$ cat src/hw/rtl/particle_pool_engine_unit_defines.svh
// Assertion macros for the RTL of the particle pool engine, used by ppe_back.
`ifndef PARTICLE_POOL_ENGINE_UNIT_DEFINES_SVH
`define PARTICLE_POOL_ENGINE_UNIT_DEFINES_SVH

// Checks that an antecedent implies a consequent in the same cycle.
`define PPE_ASSERT_IMP(label, clk, rst, ante, cons) \
   label: assert property (@(posedge clk) disable iff (rst) (ante) |-> (cons)) \
      else $error("assertion failed");

// Checks that an antecedent implies a consequent in the next cycle.
`define PPE_ASSERT_NEXT(label, clk, rst, ante, cons) \
   label: assert property (@(posedge clk) disable iff (rst) (ante) |=> (cons)) \
      else $error("assertion failed");

`endif

$ cat src/hw/rtl/ppe_pkg.sv
`timescale 1ns / 1ps
package ppe_pkg;
   localparam int SLOTS_DEFAULT = 64;
   localparam int CMD_W = 2;
   localparam int KIND_W = 2;
   localparam int CSR_IDX_W = 1;
   localparam int CSR_DATA_W = 24;
   localparam int LIFE_W = 16;
   localparam logic [LIFE_W-1:0] LIFE_ONE = 16'd32768;
   localparam int QDEPTH = 2;

   typedef enum logic [1:0] {
      CMD_ADD  = 2'd0,
      CMD_TICK = 2'd1,
      CMD_DRAW = 2'd2,
      CMD_NONE = 2'd3
   } cmd_type;

   typedef enum logic [1:0] {
      KIND_CLAIM  = 2'd0,
      KIND_SPRITE = 2'd1,
      KIND_TICK   = 2'd2,
      KIND_EMPTY  = 2'd3
   } kind_type;

   localparam logic [CSR_IDX_W-1:0] CSR_SLOTS = 1'b0;
   localparam logic [CSR_IDX_W-1:0] CSR_DECAY = 1'b1;

   // Request as it travels through the queue between front and back.
   typedef struct packed {
      cmd_type     cmd;
      logic [31:0] pos_x;
      logic [31:0] pos_y;
      logic [31:0] vel_x;
      logic [31:0] vel_y;
      logic [31:0] color;
      logic [15:0] size;
      logic [15:0] delta_time;
   } item_type;

   typedef enum logic [2:0] {
      ST_IDLE,
      ST_SEARCH,
      ST_TICK_RD,
      ST_TICK_MUL,
      ST_TICK_WR,
      ST_DRAW,
      ST_OUT
   } state_type;
endpackage

$ cat src/hw/rtl/ppe_front.sv
`timescale 1ns / 1ps
module ppe_front
   import ppe_pkg::*;
(
   input  logic     clock,
   input  logic     reset,
   input  logic     in_valid,
   output logic     in_ready,
   input  item_type in_item,
   output logic     q_valid,
   input  logic     q_take,
   output item_type q_item
);
   // Small FIFO; unused commands are dropped before they enter it.
   localparam int PW = $clog2(QDEPTH);
   item_type          mem_ff [QDEPTH];
   logic [PW-1:0]     wp_ff, wp_in, rp_ff, rp_in;
   logic [PW:0]       cnt_ff, cnt_in;
   logic              push, pop;

   assign in_ready = (cnt_ff != PW'(0) + (PW+1)'(QDEPTH));
   assign push = in_valid && in_ready && (in_item.cmd != CMD_NONE);
   assign pop  = q_take && q_valid;
   assign q_valid = (cnt_ff != '0);
   assign q_item = mem_ff[rp_ff];

   always_comb begin
      wp_in  = push ? PW'((32'(wp_ff) + 1) % QDEPTH) : wp_ff;
      rp_in  = pop ? PW'((32'(rp_ff) + 1) % QDEPTH) : rp_ff;
      cnt_in = cnt_ff + (PW+1)'(push) - (PW+1)'(pop);
   end

   always_ff @(posedge clock) begin
      if (reset) begin
         wp_ff <= '0;
         rp_ff <= '0;
         cnt_ff <= '0;
      end else begin
         wp_ff <= wp_in;
         rp_ff <= rp_in;
         cnt_ff <= cnt_in;
      end
      if (push) mem_ff[wp_ff] <= in_item;
   end
endmodule

$ cat config.mk
export PLATFORM = sky130hd
export DESIGN_NAME = ppe_front
export DESIGN_NICKNAME = d
export VERILOG_FILES = /design/src/hw/rtl/particle_pool_engine_unit_defines.svh /design/src/hw/rtl/ppe_pkg.sv /design/src/hw/rtl/ppe_front.sv
export SDC_FILE = /design/constraint.sdc
export NUM_CORES = 1
export LEC_CHECK = 0
export BUFFER_PORTS_ARGS = -buffer_cell sky130_fd_sc_hd__buf_4
export CAP_MARGIN = 20
export CORE_ASPECT_RATIO = 0.5
export CORE_MARGIN = 3
export CORE_UTILIZATION = 45
export CTS_CLUSTER_SIZE = 10
export DETAILED_ROUTE_END_ITERATION = 6
export GPL_TIMING_DRIVEN = 0
export HOLD_SLACK_MARGIN = 0.08
export PLACE_DENSITY = 0.7
export SYNTH_ARGS = -nofsm -noshare
export SYNTH_HDL_FRONTEND = slang
export SYNTH_SLANG_ARGS = --single-unit
$ cat constraint.sdc
create_clock -name clock -period 14.9 [get_ports clock]
set_input_delay 1.49 -clock clock [delete_from_list [all_inputs] [get_ports clock]]
set_output_delay 1.49 -clock clock [all_outputs]
set_load 0.01 [all_outputs]
# Word level (Yosys, flattened, before mapping)

Memory sizes are Yosys's and may differ from the RTL's. A register that Yosys moved wholly into a read port is not among the register bits.
Index checks and enable logic that the tools add are counted.

Register bits after elaboration: 4
Bits in writable memories: 388
Bits of input ports: 198
Output and inout port bits: 196
Word-level logic and storage cells: 18
Memories: 1

Memories:

| name   | depth | bits a word | rd ports | clocked after memory_dff | write ports | RTL line        | source |
|---|---|---|---|---|---|---|---|
| mem_ff | 2     | 194         | 1        | 1                        | 1           | ppe_front.sv:16 | `item_type mem_ff [QDEPTH];` |

Add/subtract/negate cells: 4
Equality and inequality tests: 2
Multiplexer cells: 4
Reductions and logical operators: 4

Operators by type and width:

| cell                | number |
|---|---|
| $mux 1              | 4 |
| $ne 2x2->1 const B  | 2 |
| $logic_and 1x1->1   | 3 |
| $add 1x1->1 const B | 2 |
| $add 2x1->2         | 1 |
| $reduce_bool 2->1   | 1 |
| $sub 2x1->2         | 1 |

# Depth between registers and ports, before layout

Word-level depth: 5
Depth in mapped cells: 7
Depth with buffers taken out: 7

# Least setup slack after synthesis

OpenSTA, ideal clock, no wires.

Path type: input to register
Start: input in_valid
End: memory mem_ff[0][0] (netlist name) (enable)
Arrival time: 9834 ps
Data required time: 14149 ps
Path slack: 4315 ps
Stages: 3
Path buffers: 0
Cell sequence: a21boi_4 nand2_1 nor2_1

Longest elaborated chain between the ends: 4

Ends and longest elaborated chain:

| what                            | RTL line        | source |
|---|---|---|
| from (decl)                     | ppe_front.sv:7  | `input logic in_valid,` |
| $logic_and 1x1->1 (2 in series) | ppe_front.sv:22 | `assign push = in_valid && in_ready && (in_item.cmd != CMD_NONE);` |
| $mux 1                          | ppe_front.sv:43 | `if (push) mem_ff[wp_ff] <= in_item;` |
| $mux 1 (not written as such)    | ppe_front.sv:43 |  |
| to (decl)                       | ppe_front.sv:16 |  |

Every way passes these cells.

==> impl_metrics.ini <==
[worst_setup_path]
startpoint_type = flop
max_stage_delay_ns = 0.42
crit_required_ns = 13.41
critPathTopFamily = buffers and inverters
worst-setup-path-type = flop to output pin
critPathMostFrequentCell = buf_2
critical_path.max_fanout = 10
cp.arrival_ns = 2.38
timing.critical_path.cells = clkbuf_1 > buf_2 > buf_2 > mux2_1 > buf_4
path_buf_inv = 4
cp-end-kind = output pin
critPathSlowestCell = mux2_1

[synthesis]
synth-main-ff-cell = edfxtp_1
synth_seq_cells = 393
netlist_area_um2 = 14200
synth_cell_types = 22
ys_warn_count = 0
synth_edf_count = 388
syn_inst = 635
async_reset_ff_share_pct = 0
synth_nets = 834
syn_area_per_cell_um2 = 22.4
yosysSeqAreaShare_pct = 82.6

[clocking]
ctsResizeCount = 0
clock_latency_ns = 0.52
postCtsHoldBufs = 0
root_buffer = clkbuf_16
cts_tree = built
cts_num_sinks = 393
clk_pin_slew_worst_paths_ns = 0.04
cts_max_path_buffers = 3
cts.htree.levels = 2
postCtsSetupBuffers = 0
cts_made_buffers = 45

[route]
routed_wl_mm = 32.9
avgRoutedWirePerCell_um = 21.7
dr.pass1.iters = 6
drt-vias-per-instance = 4.91
ant_nets = 0
drc = 0
drt_iter0_drc = 338
num_vias = 7448

[global_routing]
grt_max_degree = 57
grt_pass1_wl_mm = 48.5
globalRouteTotalUtil_pct = 19.0
antenna_found_initial = 0
grt-ovfl-total = 0
grt_pass1_vias = 8128

[flow_run]
max_cap_violations = 0

[power]
p_per_area_nw_per_um2 = 151
irDropWorstVdd_v = 0.0000934
power_leakage_uw = 0.00716

[floorplanning]
fp.dieArea_um2 = 33900
core_area_um2 = 30700
initial_core_util_pct = 46.3
die-width_um = 257
pin_count = 394
fp.dieH_um = 132
rows = 45

[final_layout]
final_cell_mix = buf_4, edfxtp_1, mux2_1
nNetsFinal = 1284
drive_gt1_share_pct = 43.5
final_cells = 1516
antenna_cells = 0
layout_commonest_cell = buf_4
areaGrowthSynthToFinish_pct = 34.4

[run_status]
outcome = complete, no violations

[place]
place_hpwl_mm = 23.8
port_buffers = 393
gp_congestion = 0.765
placedCellCount = 1461

[sta]
hold_viol_final = 0
clock.fmax_mhz = 259
finalClockSkew_ns = 0.00831
finalSetupViolCount = 0
min_period_ns = 3.87
fin_hold_ws_ns = 0.503
period_share_pct = 26.0
tightestPinTransition_ns = 0.905
relSlewSlack_pct = 39.5
drv_slew = 0
rsz0062_at_grt = false
setup_tns_ns = 0

[worst_hold_path]
min_path_type = flop to flop
[area by class of cell]
| cell class | instances | area, um2 |
|---|---|---|
| fill | 2244 | 11600 |
| clock inverter | 1 | 8.76 |
| sequential | 393 | 11800 |
| tap | 423 | 529 |
| buffer | 22 | 109 |
| timing repair buffer | 403 | 3190 |
| clock buffer | 54 | 1160 |
| multi-input combinational | 220 | 2370 |
[stage by stage]
step	util (%)	worst slack, ns	area (um2)	power, uW
2_1_floorplan	-	4.31	14200	1680
4_1_cts	62.2	10.98	19100	2930
5_1_grt	62.2	10.90	19100	3010
6_report	62.2	11.03	19100	2890
3_5_place_dp	58.4	11.11	18000	2000
3_3_place_gp	57.6	-0.337	17700	2010
[worst min-delay path, stage by stage, from the launching register on]
cell and delay, ns:
dfxtp_1 0.32, xor2_1 0.08, nor2_1 0.07
[per-layer routing]
metal	GRT usage, %	vias to the layer above	wire length (um)
li1	-	3415	-
met1	20.9	3788	12000
met2	36.4	169	18500
met3	3.62	76	1210
met4	7.06	0	1120
met5	0	-	0
[final timing paths]
| kind | startpoint | end | slack (ns) | cells after the start |
|---|---|---|---|---|
| max reg2reg | cnt_ff[0]$_SDFF_PP0_ | mem_ff[0][64]$_DFFE_PP_ | 12.40 | 6 |
| min | rp_ff$_SDFFE_PP0P_ | rp_ff$_SDFFE_PP0P_ | 0.50 | 2 |
| max | flop | q_item[132] | 11.03 | 5 |
| min reg2reg | rp_ff$_SDFFE_PP0P_ | rp_ff$_SDFFE_PP0P_ | 0.50 | 2 |
[Yosys cell counts (2+ instances only)]
cell type  number  area, um2
mux2_1        194       2180
edfxtp_1      388      11700
dfxtp_1         5        100
nand2_1         3       11.3
buf_2          21        105
nor2_1          6       22.5
a21oi_1         2       10.0
xor2_1          2       17.5
[cell families (layout without fill, tap and decap cells)]
kind of cell / after synthesis / after routing / share of synthesized area [%]
AO/OA/AOI/OAI: 5 / 5 / 0.290
multiplexers: 195 / 195 / 15.5
AND/OR/NAND/NOR: 17 / 17 / 0.642
flip-flops: 393 / 393 / 82.6
adder cells (fa/ha/maj): 1 / 1 / 0.0880
buffers and inverters: 22 / 480 / 0.765
XOR/XNOR: 2 / 2 / 0.123
[state kept, by name, summed over array words and instances (netlist names), named ones only]
name    flops
mem_ff    388
rp_ff       1
wp_ff       1
cnt_ff      2
[power breakdown]
| group | internal, uW | switching, uW |
|---|---|---|
| clock network | 538 | 384 |
| registers | 1330 | 20.9 |
| logic | 301 | 316 |
| total | 2170 | 721 |
Power figures use the tool's default switching activity.
